**src/hw/rtl/prfos_pkg.sv**
```systemverilog
// ----------------------------------------------------------------------------
// prfos_pkg
// Shared types and constants for the pulse rate block: parameter defaults,
// register indexes, reset values and the serial divider status.
// ----------------------------------------------------------------------------
`default_nettype none

package prfos_pkg;

  localparam int INTERVAL_SLOTS_DEFAULT = 8;
  localparam int AVERAGE_WEIGHT_DEFAULT = 8;
  localparam int SAMPLE_BITS_DEFAULT    = 10;

  localparam int RATE_NUMERATOR = 60000;
  localparam int AVERAGE_RESET  = 512;

  localparam int INTERVAL_BITS  = 16;
  localparam int TIME_BITS      = 32;
  localparam int RATE_BITS      = 8;
  localparam int OFFSET_BITS    = 10;

  // serial divider: 32-bit dividend, 16-bit divisor and quotient
  localparam int DIV_DVD_BITS   = 32;
  localparam int DIV_Q_BITS     = 16;
  localparam int DIV_CNT_BITS   = $clog2(DIV_Q_BITS);

  localparam int CFG_INDEX_BITS = 3;
  localparam int CFG_DATA_BITS  = 16;

  typedef enum logic [CFG_INDEX_BITS-1:0] {
    REG_THRESHOLD_OFFSET = 3'd0,
    REG_MIN_INTERVAL     = 3'd1,
    REG_MAX_INTERVAL     = 3'd2,
    REG_MIN_RATE         = 3'd3,
    REG_MAX_RATE         = 3'd4
  } cfg_reg_t;

  localparam logic [OFFSET_BITS-1:0]   THRESHOLD_OFFSET_RESET = 10'd10;
  localparam logic [INTERVAL_BITS-1:0] MIN_INTERVAL_RESET     = 16'd330;
  localparam logic [INTERVAL_BITS-1:0] MAX_INTERVAL_RESET     = 16'd1500;
  localparam logic [RATE_BITS-1:0]     MIN_RATE_RESET         = 8'd40;
  localparam logic [RATE_BITS-1:0]     MAX_RATE_RESET         = 8'd180;

  typedef struct packed {
    logic busy;
    logic done;
  } div_stat_t;

endpackage

`default_nettype wire

```
**src/hw/rtl/prfos_div.sv**
```systemverilog
// ----------------------------------------------------------------------------
// prfos_div
// Restoring divider, one quotient bit per cycle, 16 steps. The dividend's
// upper half must be below the divisor so the quotient fits 16 bits.
// ----------------------------------------------------------------------------
`default_nettype none

module prfos_div (
  input  logic                                 clk,
  input  logic                                 rst,
  input  logic                                 start,
  input  logic [prfos_pkg::DIV_DVD_BITS-1:0]   dividend,
  input  logic [prfos_pkg::DIV_Q_BITS-1:0]     divisor,
  output logic [prfos_pkg::DIV_Q_BITS-1:0]     quotient,
  output prfos_pkg::div_stat_t                 stat
);
  import prfos_pkg::*;

  logic [DIV_Q_BITS-1:0]   rem;
  logic [DIV_Q_BITS-1:0]   low;
  logic [DIV_Q_BITS-1:0]   dsr;
  logic [DIV_Q_BITS-1:0]   quot;
  logic [DIV_CNT_BITS-1:0] count;
  logic                    busy;
  logic                    done;
  logic [DIV_Q_BITS:0]     trial;
  logic [DIV_Q_BITS:0]     diff;
  logic                    ge;

  assign trial = {rem, low[DIV_Q_BITS-1]};
  assign diff  = trial - {1'b0, dsr};
  assign ge    = trial >= {1'b0, dsr};

  always_ff @(posedge clk) begin
    if (rst) begin
      busy  <= 1'b0;
      done  <= 1'b0;
      count <= '0;
    end else begin
      done <= 1'b0;
      if (start) begin
        busy  <= 1'b1;
        count <= '0;
      end else if (busy) begin
        count <= count + 1'b1;
        if (count == DIV_CNT_BITS'(DIV_Q_BITS - 1)) begin
          busy <= 1'b0;
          done <= 1'b1;
        end
      end
    end
  end

  always_ff @(posedge clk) begin
    if (start) begin
      rem  <= dividend[DIV_DVD_BITS-1:DIV_Q_BITS];
      low  <= dividend[DIV_Q_BITS-1:0];
      dsr  <= divisor;
      quot <= '0;
    end else if (busy) begin
      rem  <= ge ? diff[DIV_Q_BITS-1:0] : trial[DIV_Q_BITS-1:0];
      low  <= {low[DIV_Q_BITS-2:0], 1'b0};
      quot <= {quot[DIV_Q_BITS-2:0], ge};
    end
  end

  assign quotient  = quot;
  assign stat.busy = busy;
  assign stat.done = done;

  a_start_idle: assert property (@(posedge clk) disable iff (rst) start |-> !busy)
    else $error("divider started while busy");
  a_finish: assert property (@(posedge clk) disable iff (rst)
    (busy && !start && count == DIV_CNT_BITS'(DIV_Q_BITS - 1)) |=> (done && !busy))
    else $error("divider did not finish after last step");
  a_done_pulse: assert property (@(posedge clk) disable iff (rst) done |=> !done)
    else $error("divider done held");

endmodule

`default_nettype wire

```
**src/hw/rtl/prfos_ring.sv**
```systemverilog
// ----------------------------------------------------------------------------
// prfos_ring
// Interval ring in a synchronous memory with a running sum. A push reads the
// entry it replaces, then writes the new interval and corrects the sum.
// ----------------------------------------------------------------------------
`default_nettype none

module prfos_ring #(
  parameter  int INTERVAL_SLOTS = prfos_pkg::INTERVAL_SLOTS_DEFAULT,
  localparam int SLOT_BITS      = $clog2(INTERVAL_SLOTS),
  localparam int SUM_BITS       = prfos_pkg::INTERVAL_BITS + $clog2(INTERVAL_SLOTS)
) (
  input  logic                                 clk,
  input  logic                                 rst,
  input  logic                                 push,
  input  logic [SLOT_BITS-1:0]                 slot,
  input  logic [prfos_pkg::INTERVAL_BITS-1:0]  value,
  input  logic                                 old_valid,
  output logic [SUM_BITS-1:0]                  sum,
  output logic                                 done
);
  import prfos_pkg::*;

  logic [INTERVAL_BITS-1:0] mem [INTERVAL_SLOTS];
  logic [INTERVAL_BITS-1:0] rd_data;
  logic [SLOT_BITS-1:0]     slot_q;
  logic [INTERVAL_BITS-1:0] value_q;
  logic                     old_valid_q;
  logic                     pend;

  always_ff @(posedge clk) begin
    if (push) begin
      rd_data <= mem[slot];
    end
    if (pend) begin
      mem[slot_q] <= value_q;
    end
  end

  always_ff @(posedge clk) begin
    if (push) begin
      slot_q      <= slot;
      value_q     <= value;
      old_valid_q <= old_valid;
    end
  end

  always_ff @(posedge clk) begin
    if (rst) begin
      pend <= 1'b0;
      done <= 1'b0;
      sum  <= '0;
    end else begin
      pend <= push;
      done <= pend;
      if (pend) begin
        sum <= sum - (old_valid_q ? SUM_BITS'(rd_data) : SUM_BITS'(0)) + SUM_BITS'(value_q);
      end
    end
  end

endmodule

`default_nettype wire

```
**src/hw/rtl/pulse_rate_from_optical_samples_top.sv**
```systemverilog
// ----------------------------------------------------------------------------
// pulse_rate_from_optical_samples_top
// Beat detection on optical samples with an averaged beats-per-minute result.
// ----------------------------------------------------------------------------
// Items are taken one at a time, as s_tready is high only in the idle state.
// A store adds the ring read-modify-write, the mean state and the 16-step
// serial rate divide. A stalled result holds off the next item until taken.
// Reset: synchronous; registers return to their defaults, ring contents stay
// undefined and are only summed once every slot holds an interval.
// ----------------------------------------------------------------------------
`default_nettype none

module pulse_rate_from_optical_samples_top #(
  parameter  int INTERVAL_SLOTS = prfos_pkg::INTERVAL_SLOTS_DEFAULT,
  parameter  int AVERAGE_WEIGHT = prfos_pkg::AVERAGE_WEIGHT_DEFAULT,
  parameter  int SAMPLE_BITS    = prfos_pkg::SAMPLE_BITS_DEFAULT,
  localparam int IN_BITS        = SAMPLE_BITS + prfos_pkg::TIME_BITS,
  localparam int IN_TDATA_BITS  = ((IN_BITS + 7) / 8) * 8
) (
  input  logic                                  clk,
  input  logic                                  rst,
  // s_tdata: sample, timestamp_ms, zero pad
  input  logic                                  s_tvalid,
  output logic                                  s_tready,
  input  logic [IN_TDATA_BITS-1:0]              s_tdata,
  // m_tdata: rate_bpm
  output logic                                  m_tvalid,
  input  logic                                  m_tready,
  output logic [prfos_pkg::RATE_BITS-1:0]       m_tdata,
  input  logic                                  cfg_we,
  input  logic [prfos_pkg::CFG_INDEX_BITS-1:0]  cfg_index,
  input  logic [prfos_pkg::CFG_DATA_BITS-1:0]   cfg_data
);
  import prfos_pkg::*;

  localparam int AVG_BITS  = (SAMPLE_BITS > 10) ? SAMPLE_BITS : 10;
  localparam int SLOT_BITS = $clog2(INTERVAL_SLOTS);
  localparam int CNT_BITS  = $clog2(INTERVAL_SLOTS + 1);
  localparam int SUM_BITS  = INTERVAL_BITS + $clog2(INTERVAL_SLOTS);

  // division by the constant weights through an exact reciprocal
  localparam int     AVG_W_BITS     = $clog2(AVERAGE_WEIGHT);
  localparam int     AVG_NUM_BITS   = AVG_BITS + AVG_W_BITS;
  localparam int     AVG_SHIFT      = AVG_NUM_BITS + AVG_W_BITS;
  localparam int     AVG_PROD_BITS  = 2 * AVG_NUM_BITS + 1;
  localparam longint AVG_RECIP      = ((longint'(1) << AVG_SHIFT) +
                                       longint'(AVERAGE_WEIGHT) - longint'(1)) /
                                      longint'(AVERAGE_WEIGHT);
  localparam int     MEAN_SHIFT     = SUM_BITS + SLOT_BITS;
  localparam int     MEAN_PROD_BITS = 2 * SUM_BITS + 1;
  localparam longint MEAN_RECIP     = ((longint'(1) << MEAN_SHIFT) +
                                       longint'(INTERVAL_SLOTS) - longint'(1)) /
                                      longint'(INTERVAL_SLOTS);

  typedef enum logic [6:0] {
    ST_IDLE   = 7'b0000001,
    ST_AVG    = 7'b0000010,
    ST_DECIDE = 7'b0000100,
    ST_RING   = 7'b0001000,
    ST_MEAN   = 7'b0010000,
    ST_RATE   = 7'b0100000,
    ST_DONE   = 7'b1000000
  } state_t;

  state_t state;

  logic [OFFSET_BITS-1:0]   threshold_offset;
  logic [INTERVAL_BITS-1:0] min_interval_ms;
  logic [INTERVAL_BITS-1:0] max_interval_ms;
  logic [RATE_BITS-1:0]     min_rate;
  logic [RATE_BITS-1:0]     max_rate;

  logic [AVG_BITS-1:0]      level_average;
  logic                     above_threshold;
  logic [TIME_BITS-1:0]     previous_beat_time;
  logic                     awaiting_first_beat;
  logic [SLOT_BITS-1:0]     ring_write_slot;
  logic [CNT_BITS-1:0]      stored_interval_count;

  logic [SAMPLE_BITS-1:0]   sample_q;
  logic [TIME_BITS-1:0]     time_q;
  logic [AVG_NUM_BITS-1:0]  avg_num;
  logic [AVG_PROD_BITS-1:0] avg_prod;
  logic [MEAN_PROD_BITS-1:0] mean_prod;
  logic [DIV_Q_BITS-1:0]    mean_q;
  logic                     force_zero;
  logic [DIV_Q_BITS-1:0]    rate_q;
  logic                     rate_zero;

  logic                     div_start;
  logic [DIV_DVD_BITS-1:0]  div_dividend;
  logic [DIV_Q_BITS-1:0]    div_divisor;
  logic [DIV_Q_BITS-1:0]    div_quotient;
  div_stat_t                div_stat;

  logic                     ring_push;
  logic [SUM_BITS-1:0]      ring_sum;
  logic                     ring_done;

  logic                     full;
  logic [AVG_BITS:0]        threshold;
  logic                     over;
  logic                     beat;
  logic [TIME_BITS-1:0]     interval;
  logic                     out_of_bounds;
  logic                     rate_ok;
  logic [RATE_BITS-1:0]     out_value;
  logic                     out_load;

  assign s_tready = (state == ST_IDLE);
  assign full     = (stored_interval_count == CNT_BITS'(INTERVAL_SLOTS));

  assign threshold     = {1'b0, level_average} + (AVG_BITS + 1)'(threshold_offset);
  assign over          = (AVG_BITS + 1)'(sample_q) > threshold;
  assign beat          = over && !above_threshold;
  assign interval      = time_q - previous_beat_time;
  assign out_of_bounds = (interval > TIME_BITS'(max_interval_ms)) ||
                         (interval < TIME_BITS'(min_interval_ms));
  assign ring_push     = (state == ST_DECIDE) && beat && !awaiting_first_beat &&
                         !out_of_bounds;

  assign avg_prod  = AVG_PROD_BITS'(avg_num) * AVG_PROD_BITS'(AVG_RECIP);
  assign mean_prod = MEAN_PROD_BITS'(ring_sum) * MEAN_PROD_BITS'(MEAN_RECIP);

  assign rate_ok   = !rate_zero && (rate_q >= DIV_Q_BITS'(min_rate)) &&
                     (rate_q <= DIV_Q_BITS'(max_rate));
  assign out_value = (!force_zero && full && rate_ok) ? rate_q[RATE_BITS-1:0] : '0;
  assign out_load  = (state == ST_DONE) && (!m_tvalid || m_tready);

  assign div_start    = (state == ST_MEAN);
  assign div_dividend = DIV_DVD_BITS'(RATE_NUMERATOR);
  assign div_divisor  = mean_q;

  always_ff @(posedge clk) begin
    if (rst) begin
      threshold_offset <= THRESHOLD_OFFSET_RESET;
      min_interval_ms  <= MIN_INTERVAL_RESET;
      max_interval_ms  <= MAX_INTERVAL_RESET;
      min_rate         <= MIN_RATE_RESET;
      max_rate         <= MAX_RATE_RESET;
    end else if (cfg_we) begin
      unique case (cfg_reg_t'(cfg_index))
        REG_THRESHOLD_OFFSET: threshold_offset <= cfg_data[OFFSET_BITS-1:0];
        REG_MIN_INTERVAL:     min_interval_ms  <= cfg_data[INTERVAL_BITS-1:0];
        REG_MAX_INTERVAL:     max_interval_ms  <= cfg_data[INTERVAL_BITS-1:0];
        REG_MIN_RATE:         min_rate         <= cfg_data[RATE_BITS-1:0];
        REG_MAX_RATE:         max_rate         <= cfg_data[RATE_BITS-1:0];
        default: begin
        end
      endcase
    end
  end

  always_ff @(posedge clk) begin
    if (rst) begin
      state                 <= ST_IDLE;
      level_average         <= AVG_BITS'(AVERAGE_RESET);
      above_threshold       <= 1'b0;
      previous_beat_time    <= '0;
      awaiting_first_beat   <= 1'b1;
      ring_write_slot       <= '0;
      stored_interval_count <= '0;
      m_tvalid              <= 1'b0;
    end else begin
      if (m_tvalid && m_tready) begin
        m_tvalid <= 1'b0;
      end
      unique case (state)
        ST_IDLE: begin
          if (s_tvalid) begin
            state <= ST_AVG;
          end
        end
        ST_AVG: begin
          level_average <= avg_prod[AVG_SHIFT +: AVG_BITS];
          state         <= ST_DECIDE;
        end
        ST_DECIDE: begin
          state <= ST_DONE;
          if (beat) begin
            above_threshold    <= 1'b1;
            previous_beat_time <= time_q;
            if (awaiting_first_beat) begin
              awaiting_first_beat <= 1'b0;
            end else if (!out_of_bounds) begin
              ring_write_slot <= (ring_write_slot == SLOT_BITS'(INTERVAL_SLOTS - 1)) ?
                                 '0 : ring_write_slot + 1'b1;
              if (!full) begin
                stored_interval_count <= stored_interval_count + 1'b1;
              end
              state <= ST_RING;
            end
          end else if (!over) begin
            above_threshold <= 1'b0;
          end
        end
        ST_RING: begin
          if (ring_done) begin
            state <= ST_MEAN;
          end
        end
        ST_MEAN: begin
          state <= ST_RATE;
        end
        ST_RATE: begin
          if (div_stat.done) begin
            state <= ST_DONE;
          end
        end
        ST_DONE: begin
          if (out_load) begin
            m_tvalid <= 1'b1;
            state    <= ST_IDLE;
          end
        end
        default: begin
          state <= ST_IDLE;
        end
      endcase
    end
  end

  always_ff @(posedge clk) begin
    if (state == ST_IDLE && s_tvalid) begin
      sample_q <= s_tdata[SAMPLE_BITS-1:0];
      time_q   <= s_tdata[SAMPLE_BITS +: TIME_BITS];
      avg_num  <= AVG_NUM_BITS'(level_average) * AVG_NUM_BITS'(AVERAGE_WEIGHT - 1) +
                  AVG_NUM_BITS'(s_tdata[SAMPLE_BITS-1:0]);
    end
    if (state == ST_DECIDE) begin
      force_zero <= beat && (awaiting_first_beat || out_of_bounds);
    end
    if (state == ST_RING && ring_done) begin
      mean_q <= mean_prod[MEAN_SHIFT +: DIV_Q_BITS];
    end
    if (state == ST_MEAN) begin
      rate_zero <= (mean_q == '0);
    end
    if (state == ST_RATE && div_stat.done) begin
      rate_q <= div_quotient;
    end
    if (out_load) begin
      m_tdata <= out_value;
    end
  end

  prfos_div u_div (
    .clk      (clk),
    .rst      (rst),
    .start    (div_start),
    .dividend (div_dividend),
    .divisor  (div_divisor),
    .quotient (div_quotient),
    .stat     (div_stat)
  );

  prfos_ring #(
    .INTERVAL_SLOTS (INTERVAL_SLOTS)
  ) u_ring (
    .clk       (clk),
    .rst       (rst),
    .push      (ring_push),
    .slot      (ring_write_slot),
    .value     (interval[INTERVAL_BITS-1:0]),
    .old_valid (full),
    .sum       (ring_sum),
    .done      (ring_done)
  );

  a_count_sat: assert property (@(posedge clk) disable iff (rst)
    stored_interval_count <= CNT_BITS'(INTERVAL_SLOTS))
    else $error("interval count beyond ring size");
  a_ring_turn: assert property (@(posedge clk) disable iff (rst)
    ring_push |-> ##2 (ring_done && state == ST_RING))
    else $error("ring update did not complete");
  a_rate_limits: assert property (@(posedge clk) disable iff (rst)
    (out_load && out_value != '0) |-> (full && out_value >= min_rate && out_value <= max_rate))
    else $error("reported rate outside limits");
  a_one_item: assert property (@(posedge clk) disable iff (rst)
    (s_tvalid && s_tready) |=> (!s_tready && state == ST_AVG))
    else $error("accepted beat did not start the average");

endmodule

`default_nettype wire

```
**config.mk**
```make
export PLATFORM = sky130hd
export DESIGN_NAME = pulse_rate_from_optical_samples_top
export DESIGN_NICKNAME = d
export VERILOG_FILES = /design/src/hw/rtl/prfos_pkg.sv /design/src/hw/rtl/prfos_div.sv /design/src/hw/rtl/prfos_ring.sv /design/src/hw/rtl/pulse_rate_from_optical_samples_top.sv
export SDC_FILE = /design/constraint.sdc
export NUM_CORES = 1
export LEC_CHECK = 0
export BUFFER_PORTS_ARGS = -buffer_cell sky130_fd_sc_hd__clkbuf_2
export CORE_MARGIN = 2
export CORE_UTILIZATION = 56
export DETAILED_ROUTE_END_ITERATION = 12
export PLACE_DENSITY = 0.81
export SLEW_MARGIN = 20
export SYNTH_ARGS = -nofsm -noshare
export SYNTH_HDL_FRONTEND = slang
export SYNTH_SLANG_ARGS = --single-unit
```
**constraint.sdc**
```tcl
create_clock -name clk -period 6.65 [get_ports clk]
set_clock_uncertainty 0.2 [all_clocks]
set_input_delay 0.3325 -clock clk [delete_from_list [all_inputs] [get_ports clk]]
set_output_delay 0.3325 -clock clk [all_outputs]
set_load 0.03 [all_outputs]
```
==> results of run 1 <==
## worst paths after layout
check                                                              to  depth (start not counted)  slack (ns)                   startpoint
worst max-delay path            stored_interval_count[2]$_SDFFE_PP0P_                         20        0.61          time_q[4]$_DFFE_PP_
worst min-delay path                      u_ring.sum[15]$_SDFFE_PP0P_                          2        0.08                          rst
worst max register to register  stored_interval_count[2]$_SDFFE_PP0P_                         20        0.61          time_q[4]$_DFFE_PP_
worst min register to register              div_divisor[14]$_DFFE_PP_                          0        0.23  u_ring.sum[17]$_SDFFE_PP0P_
## synthesized netlist by cell type (all sizes together) (7+ instances only)
library cell,n,area (µm²)
edfxtp,274,8230
nand2,231,867
inv,202,758
dfxtp,187,3740
a21oi,170,858
ha,153,1910
nor2,143,539
mux2i,58,581
o21ai,58,294
clkbuf,55,206
xnor2,46,403
a21o,36,270
fa,36,721
mux4,32,721
and2,31,194
nor3,30,150
nand3,26,135
nand3b,26,195
nand4,20,125
xor2,19,166
mux2,18,203
nand2b,18,113
nor2b,17,106
nor4,15,100
o21a,15,113
a211oi,13,97.6
buf,13,51.3
o21bai,13,97.6
and3,11,68.8
o211ai,11,97.6
a31oi,9,56.3
a211o,7,61.3
or3,7,43.8
## kinds of logic after synthesis
kind of cell               share of synthesized area
DFF                                            0.524
adders and majority gates                      0.115
AOI/OAI and AO/OA                              0.102
buffers and inverters                         0.0445
xor gates and xnor gates                      0.0249
muxes                                         0.0658
and+or+nand+nor                                0.124
## cell type report
cell class / count / area share
Tap cell: 525 / 0.0252
Clock buffer: 55 / 0.0484
Clock inverter: 35 / 0.0150
Timing Repair Buffer: 149 / 0.0416
Sequential cell: 461 / 0.460
Multi-Input combinational cell: 1333 / 0.381
Inverter: 202 / 0.0291
## metrics by stage
step / instance area [µm²] / cells / setup slack, ns / utilization / hold slack, ns
4_1_cts: 26000 / 2760 / 0.696 / 0.651 / 0.0496
2_1_floorplan: 22800 / 2064 / 0.390 / - / 0.208
5_1_grt: 26000 / 2760 / 0.258 / 0.651 / 0.0937
3_3_place_gp: 23800 / 2610 / 1.02 / 0.594 / 0.216
6_report: 26000 / 2760 / 0.612 / 0.651 / 0.0814
3_5_place_dp: 23800 / 2610 / 0.712 / 0.594 / 0.213
## sequential cells by signal (all words and copies together) (netlist names), 11 cells and up
register,count
u_ring.rd_data,16
u_ring.sum,19
min_interval_ms,16
u_ring.mem,128
u_div.low,11
time_q,32
max_interval_ms,16
u_div.rem,16
u_div.quotient,16
u_ring.value_q,16
rate_q,16
previous_beat_time,32
div_divisor,16
u_div.dsr,16
## power groups by stage
stage                     combinational [µW]  clock, µW  sequential [µW]
final                                    868       2800             3160
after global placement                   782          0             3220
after global routing                     965       2950             3170
after floorplan                          615          0             3210
after detailed placement                 821          0             3220
after CTS                                856       2830             3160
## routing by layer
metal	GRT usage	vias to the layer above	share of wire	wire length, µm
met5	0	-	0	0
met4	0.0959	0	0.037	1830
met3	0.0404	127	0.057	2840
met2	0.438	470	0.51	25300
met1	0.290	7536	0.40	20100
li1	-	7587	-	-
## what timing repair did
action | in CTS | in global routing
gates resized for setup | 0 | 0
endpoints found under the hold margin | 103 | 0
hold buffers | 60 | 0
==> metrics.md, run 1 <==
| Metric | Value |
|---|---|
| Status | `finished, final reports clean` |
| Unrepaired setup endpoints after global routing | `false` |
| Share of cells above drive strength 1 | `0.110` |
| Setup TNS Final | `0 ns` |
| Cell mode on critical path | `a21o_1` |
| Vias in the first global route | `16.1k` |
| Residual DRC count | `0` |
| Syn_nets | `2325` |
| Filler cell count | `2855` |
| Final wirelength | `50000 µm` |
| Die X | `206 µm` |
| Cell Chain, Critical Path | `ha_1 > a21o_1 > or3_1 > o21ai_2 > nor2_1 > nor2_1 > o21bai_1 > a21oi_1 > xnor2_1 > ha_1 > a21o_1 > a21o_1 > a2111oi_0 > o311ai_0 > nand3_1 > and3_1 > nand4_1 > or4_1 > or4_1 > a21oi_1` |
| GRT overflow | `0` |
| Pint | `5110 µW` |
| Site row count | `73` |
| Die Ht | `206 µm` |
| Final Power | `6830 µW` |
| Worst-margin pin slew | `1.13 ns` |
| Asr flop ratio synth | `0` |
| Commonest non-fill, non-tap cells in the layout | `274 x edfxtp_1, 231 x nand2_1, 202 x inv_1` |
| CP startpoint kind | `flop` |
| Num CTS Buffers | `48` |
| Clk buf depth | `3` |
| Slowest-stage cell, CP | `or4_1` |
| Post-CTS Setup Bufs | `0` |
| Path type of the worst min-delay path | `in2reg` |
| Maximum clock frequency | `166 MHz` |
| Hold Fails Final Rpt | `0` |
| Final Slew Violations | `0` |
| Leakage power | `0.0101 µW` |
| Main flop type after synthesis | `edfxtp_1` |
| Area of the mapped netlist | `22800 µm²` |
| Most common cell after layout, fill and taps aside | `edfxtp_1` |
| CTS H-tree lvls | `2` |
| Area delta synth->final | `13.9%` |
| Part of the power in registers | `0.463` |
| N_diodes | `0` |
| IO Count | `82` |
| Net Switching | `1710 µW` |
| Slew headroom | `0.246` |
| Crit Path Class | `reg2reg` |
| Crit-path leading delay family | `simple AND/OR/NAND/NOR gates` |
| Post-synth EDFFs | `274` |
| Fraction of the cycle the final worst path needs | `0.908` |
| Final setup viols | `0` |
| Drt via density | `5.70` |
| Distinct cells, synth | `79` |
| Required time of the critical path | `6.95 ns` |
| Largest net degree at the start of global routing | `87` |
| I/O Buffers | `75` |
| Buffers and inverters on the worst path | `0` |
| Min Tclk post-route | `6.04 ns` |
| Initial DRT Pass Iterations | `5` |
| Crit. End Element | `flop` |
| First-pass GRT wire length | `81000 µm` |
| Final net count | `2456` |
| Core area | `40000 µm²` |
| Power Density | `262 nW/µm²` |
| Critical path fanouts, max | `9` |
| Multi-input logic area | `9910 µm²` |
| Clk sinks | `461` |
| Initial antenna violation count | `0` |
| Reg area | `12000 µm²` |
| Clock Power Share | `0.410` |
| Combinational power share | `0.127` |
| All-Layer GR Usage | `0.243` |
| Starting Density | `0.571` |
| Switch share | `0.251` |
| Clk Latency, worst-skew pair | `0.59 ns` |
| Dpl hpwl | `33100 µm` |
| Cell at the root of the clock tree | `clkbuf_16` |
| Largest stage delay on the critical path | `0.75 ns` |
| Final Wtd Congestion | `0.932` |
| Antenna Nets Post-Route | `0` |
| Sequential area share after synthesis | `0.524` |
| Yosys reg bits | `461` |
| Yosys Warn Count | `0` |
| CTS tree | `done` |
| Syn Inst Count | `2064` |
| Worst EP arrival | `6.34 ns` |
| Die ar. | `42400 µm²` |
| VDD IR-drop max | `0.242 mV` |
| Wire per inst | `18.1 µm` |
| Clock slew at reported path FFs | `0.07 ns` |
| Vias | `15.7k` |
| Max Cap Violations | `0` |
| Avg Inst Size Synth | `11.1 µm²` |
| Initial drt markers | `1124` |
Power figures use the tool's default switching activity.
==> run 2: changes to the inputs <==
--- a/config.mk
+++ b/config.mk
@@ -5,11 +5,12 @@
 export SDC_FILE = /design/constraint.sdc
 export NUM_CORES = 1
 export LEC_CHECK = 0
+export ABC_AREA = 1
 export BUFFER_PORTS_ARGS = -buffer_cell sky130_fd_sc_hd__clkbuf_2
 export CORE_MARGIN = 2
-export CORE_UTILIZATION = 56
+export CORE_UTILIZATION = 57
 export DETAILED_ROUTE_END_ITERATION = 12
-export PLACE_DENSITY = 0.81
+export PLACE_DENSITY = 0.82
 export SLEW_MARGIN = 20
 export SYNTH_ARGS = -nofsm -noshare
 export SYNTH_HDL_FRONTEND = slang
==> metrics.md, run 2 <==
| Metric | Value |
|---|---|
| Largest net degree at the start of global routing | `104 (was 87)` |
| Status | `finished, final reports clean (unchanged)` |
| Leakage power | `0.0117 µW (was 0.0101 µW)` |
| Met2 wire len | `27400 µm (was 25300 µm)` |
| Most flops, register | `u_ring.mem (unchanged)` |
| Max Cap Violations | `0 (unchanged)` |
| Top flop regs | `u_ring.mem: 128 flops, previous_beat_time: 32 flops, time_q: 32 flops (unchanged)` |
| First-pass GRT wire length | `90400 µm (was 81000 µm)` |
| Final Power | `7050 µW (was 6830 µW)` |
| All-Layer GR Usage | `0.256 (was 0.243)` |
| Antenna Nets Post-Route | `0 (unchanged)` |
| Crit. End Element | `flop (unchanged)` |
| Reg area | `12000 µm² (about the same)` |
| Setup TNS Final | `0 ns (unchanged)` |
| Cell Chain, Critical Path | `ha_1 > a21oi_1 > nand2_1 > a21oi_1 > o21bai_1 > a21oi_1 > o21bai_1 > a21o_1 > a21oi_1 > xor2_1 > ha_1 > and3_1 > a311oi_1 > nand3_1 > nor2_1 > nand2_2 > buf_4 > nor2_4 > buf_4 (was ha_1 > a21o_1 > or3_1 > o21ai_2 > nor2_1 > nor2_1 > o21bai_1 > a21oi_1 > xnor2_1 > ha_1 > a21o_1 > a21o_1 > a2111oi_0 > o311ai_0 > nand3_1 > and3_1 > nand4_1 > or4_1 > or4_1 > a21oi_1)` |
| N_diodes | `0 (unchanged)` |
| Initial antenna violation count | `0 (unchanged)` |
| Most frequent cell after synthesis | `nand2_1 (was edfxtp_1)` |
| Clock Power Share | `0.363 (was 0.410)` |
| Final Wtd Congestion | `0.980 (was 0.932)` |
| Worst EP arrival | `5.06 ns (was 6.34 ns)` |
| Die X | `208 µm (was 206 µm)` |
| Setup WS post-layout | `1.63 ns (was 0.612 ns)` |
| Switch share | `0.275 (was 0.251)` |
| Main flop type after synthesis | `edfxtp_1 (unchanged)` |
| Worst hold stages | `4 (was 2)` |
| Commonest non-fill, non-tap cells in the layout | `490 x nand2_1, 412 x inv_1, 274 x edfxtp_1 (was 274 x edfxtp_1, 231 x nand2_1, 202 x inv_1)` |
| Part of the power in registers | `0.456 (was 0.463)` |
| Combinational power share | `0.181 (was 0.127)` |
| Cell at the root of the clock tree | `clkbuf_16 (unchanged)` |
| Num CTS Buffers | `47 (was 48)` |
| Hold Fails Final Rpt | `0 (unchanged)` |
| CTS tree | `done (unchanged)` |
| Clk Latency, worst-skew pair | `0.58 ns (was 0.59 ns)` |
| CP startpoint kind | `flop (unchanged)` |
| Power Density | `262 nW/µm² (about the same)` |
| Critical Path Start | `level_average[2]$_SDFFE_PP0P_ (was time_q[4]$_DFFE_PP_)` |
| GRT overflow | `0 (unchanged)` |
| Reg2reg end | `u_ring.rd_data[7]$_DFFE_PP_ (was stored_interval_count[2]$_SDFFE_PP0P_)` |
| Pre-CTS setup slack | `1.65 ns (was 0.712 ns)` |
| Filler cell count | `3132 (was 2855)` |
| VDD IR-drop max | `0.253 mV (was 0.242 mV)` |
| Initial DRT Pass Iterations | `6 (was 5)` |
| Vias in the first global route | `18.9k (was 16.1k)` |
| CTS H-tree lvls | `2 (unchanged)` |
| Avg Inst Size Synth | `8.93 µm² (was 11.1 µm²)` |
| Clk sinks | `461 (unchanged)` |
| Site row count | `74 (was 73)` |
| Total length of routed met3 wires | `3410 µm (was 2840 µm)` |
| # resized after CTS | `0 (unchanged)` |
| IO Count | `82 (unchanged)` |
| Net Switching | `1940 µW (was 1710 µW)` |
| Starting Density | `0.581 (was 0.571)` |
| Required time of the critical path | `6.69 ns (was 6.95 ns)` |
| Die ar. | `43400 µm² (was 42400 µm²)` |
| Slowest-stage cell, CP | `dfxtp_1 (was or4_1)` |
| Buffers and inverters on the worst path | `2 (was 0)` |
| Clock slew at reported path FFs | `0.06 ns (was 0.07 ns)` |
| Dpl hpwl | `37800 µm (was 33100 µm)` |
| Unrepaired setup endpoints after global routing | `false (unchanged)` |
| Distinct cells, synth | `52 (was 79)` |
| Final net count | `3057 (was 2456)` |
| Slew headroom | `0.233 (was 0.246)` |
| Maximum clock frequency | `199 MHz (was 166 MHz)` |
| Worst-margin pin slew | `1.15 ns (was 1.13 ns)` |
| Die Ht | `208 µm (was 206 µm)` |
| Fraction of the cycle the final worst path needs | `0.755 (was 0.908)` |
| Syn_nets | `2929 (was 2325)` |
| Pint | `5110 µW (about the same)` |
| Syn Inst Count | `2668 (was 2064)` |
| Yosys reg bits | `461 (unchanged)` |
| Area of the mapped netlist | `23800 µm² (was 22800 µm²)` |
| Post-synth EDFFs | `274 (unchanged)` |
| I/O Buffers | `75 (unchanged)` |
| Top-area cell type share of the netlist area | `0.345 (was 0.360)` |
| Final Slew Violations | `0 (unchanged)` |
| Crit path capture | `u_ring.rd_data[7]$_DFFE_PP_ (was stored_interval_count[2]$_SDFFE_PP0P_)` |
| Min Tclk post-route | `5.02 ns (was 6.04 ns)` |
| Residual DRC count | `0 (unchanged)` |
| Fin cells | `3366 (was 2760)` |
| Multi-input logic area | `10000 µm² (was 9910 µm²)` |
| Most common cell after layout, fill and taps aside | `nand2_1 (was edfxtp_1)` |
| Worst r2r src | `level_average[2]$_SDFFE_PP0P_ (was time_q[4]$_DFFE_PP_)` |
| Met1 WL | `21700 µm (was 20100 µm)` |
| Placed cell count | `3217 (was 2610)` |
| Cell mode on critical path | `a21oi_1 (was a21o_1)` |
| Clk buf depth | `3 (unchanged)` |
| Critical path fanouts, max | `65 (was 9)` |
| Drt via density | `5.53 (was 5.70)` |
| Crit Path Class | `reg2reg (unchanged)` |
| Synth top area cells | `edfxtp_1 35%, dfxtp_1 16%, ha_1 8.0%, nand2_1 7.7%, inv_1 6.5% (was edfxtp_1 36%, dfxtp_1 16%, ha_1 8.4%, nand2_1 3.8%, a21oi_1 3.7%)` |
| Yosys Warn Count | `0 (unchanged)` |
| Path type of the worst min-delay path | `in2reg (unchanged)` |
| Crit-path leading delay family | `compound AO/OA/AOI/OAI gates (was simple AND/OR/NAND/NOR gates)` |
| Share of cells above drive strength 1 | `0.0801 (was 0.110)` |
| Initial drt markers | `1528 (was 1124)` |
| Max Used Layer | `met4 (unchanged)` |
| Core area | `41000 µm² (was 40000 µm²)` |
| Area delta synth->final | `12.8% (was 13.9%)` |
| Cell taking the most area after synthesis | `edfxtp_1 (unchanged)` |
| Max reg flops | `128 (unchanged)` |
| R2R Setup Slk | `1.63 ns (was 0.61 ns)` |
| Wire per inst | `16.2 µm (was 18.1 µm)` |
| Vias | `18.6k (was 15.7k)` |
| Largest stage delay on the critical path | `0.49 ns (was 0.75 ns)` |
| Synth top cells by count | `491 x nand2_1, 415 x inv_1, 274 x edfxtp_1, 272 x nor2_1, 202 x o21ai_0 (was 274 x edfxtp_1, 231 x nand2_1, 202 x inv_1, 187 x dfxtp_1, 168 x a21oi_1)` |
| Reg2Reg Depth | `19 (was 20)` |
| Final wirelength | `54600 µm (was 50000 µm)` |
| Sequential area share after synthesis | `0.503 (was 0.524)` |
| Final setup viols | `0 (unchanged)` |
| Asr flop ratio synth | `0 (unchanged)` |
| Worst path depth | `19 (was 20)` |
run 2: cell types whose count changed after synthesis, sizes merged, moves of 28 or more:
| cell | before | now |
|---|---|---|
| nand2 | 231 | 514 |
| inv | 202 | 424 |
| o21ai | 58 | 204 |
| nor2 | 143 | 284 |
| mux2i | 58 | 0 |
| nand3 | 26 | 68 |
| a21oi | 170 | 204 |
| a21o | 36 | 3 |
| mux4 | 32 | 0 |
| xnor2 | 46 | 18 |
run 2: repair_timing:
| item | in CTS | in global routing |
|---|---|---|
| hold endpoints to repair | 101 | 0 |
| hold buffers | 62 | 0 |
| setup buffers | 0 | 0 |
run 2: cell type report:
| type | count | area share |
|---|---|---|
| clock inverters | 16 | 0.00568 |
| well taps | 532 | 0.0248 |
| flip-flops and latches | 461 | 0.446 |
| multi-input cells | 1708 | 0.373 |
| clock buffers | 71 | 0.0498 |
| inverters | 427 | 0.0597 |
| repair buffers | 151 | 0.0410 |
run 2: stage by stage:
step,utilization,instance area [µm²],hold slack [ns]
floorplan,-,23800,0.208
global placement,0.603,24700,0.213
detailed placement,0.603,24700,0.217
CTS,0.655,26900,0.00494
global route,0.655,26900,0.0530
finish,0.655,26900,0.0164
run 2: worst min-delay path by stage:
| stage | startpoint | endpoint | slack, ns |
|---|---|---|---|
| after CTS | cfg_index[0] | min_rate[5]$_SDFFE_PP1P_ | 0.005 |
| after global routing | rst | stored_interval_count[3]$_SDFFE_PP0P_ | 0.05 |
| after global placement | u_div.quotient[15]$_SDFFE_PP0P_ | rate_q[15]$_DFFE_PP_ | 0.21 |
| after floorplan | u_ring.sum[3]$_SDFFE_PP0P_ | div_divisor[0]$_DFFE_PP_ | 0.21 |
| final | cfg_index[0] | min_rate[5]$_SDFFE_PP1P_ | 0.02 |
| after detailed placement | u_ring.sum[7]$_SDFFE_PP0P_ | div_divisor[4]$_DFFE_PP_ | 0.22 |
run 2: power groups by stage:
stage	Combinational [µW]	Clock (µW)	Sequential [µW]
final	1270	2560	3210
after floorplan	895	0	3260
after detailed placement	1220	0	3270
after global routing	1440	2700	3220
after CTS	1260	2600	3210
after global placement	1160	0	3270
run 2: tightest hold or removal path, stage by stage:
cell and delay, ns:
clkbuf_2 0.11, nand2_1 0.09, nor2_1 0.09, o21ai_0 0.14
run 2: kinds of logic (layout without fill, tap and decap cells):
logic type | count (synthesis) | after routing | share of synthesized area
simple gates | 949 | 949 | 0.169
compound gates | 509 | 509 | 0.117
buf+inv | 499 | 665 | 0.0788
flops | 461 | 461 | 0.503
fa+ha+maj | 189 | 189 | 0.111
xor+xnor | 61 | 61 | 0.0224
run 2: layer usage:
metal / GRT usage / vias up
met3: 0.0385 / 156
met1: 0.309 / 8764
met2: 0.452 / 638
met4: 0.115 / 0
li1: - / 9064
met5: 0 / -
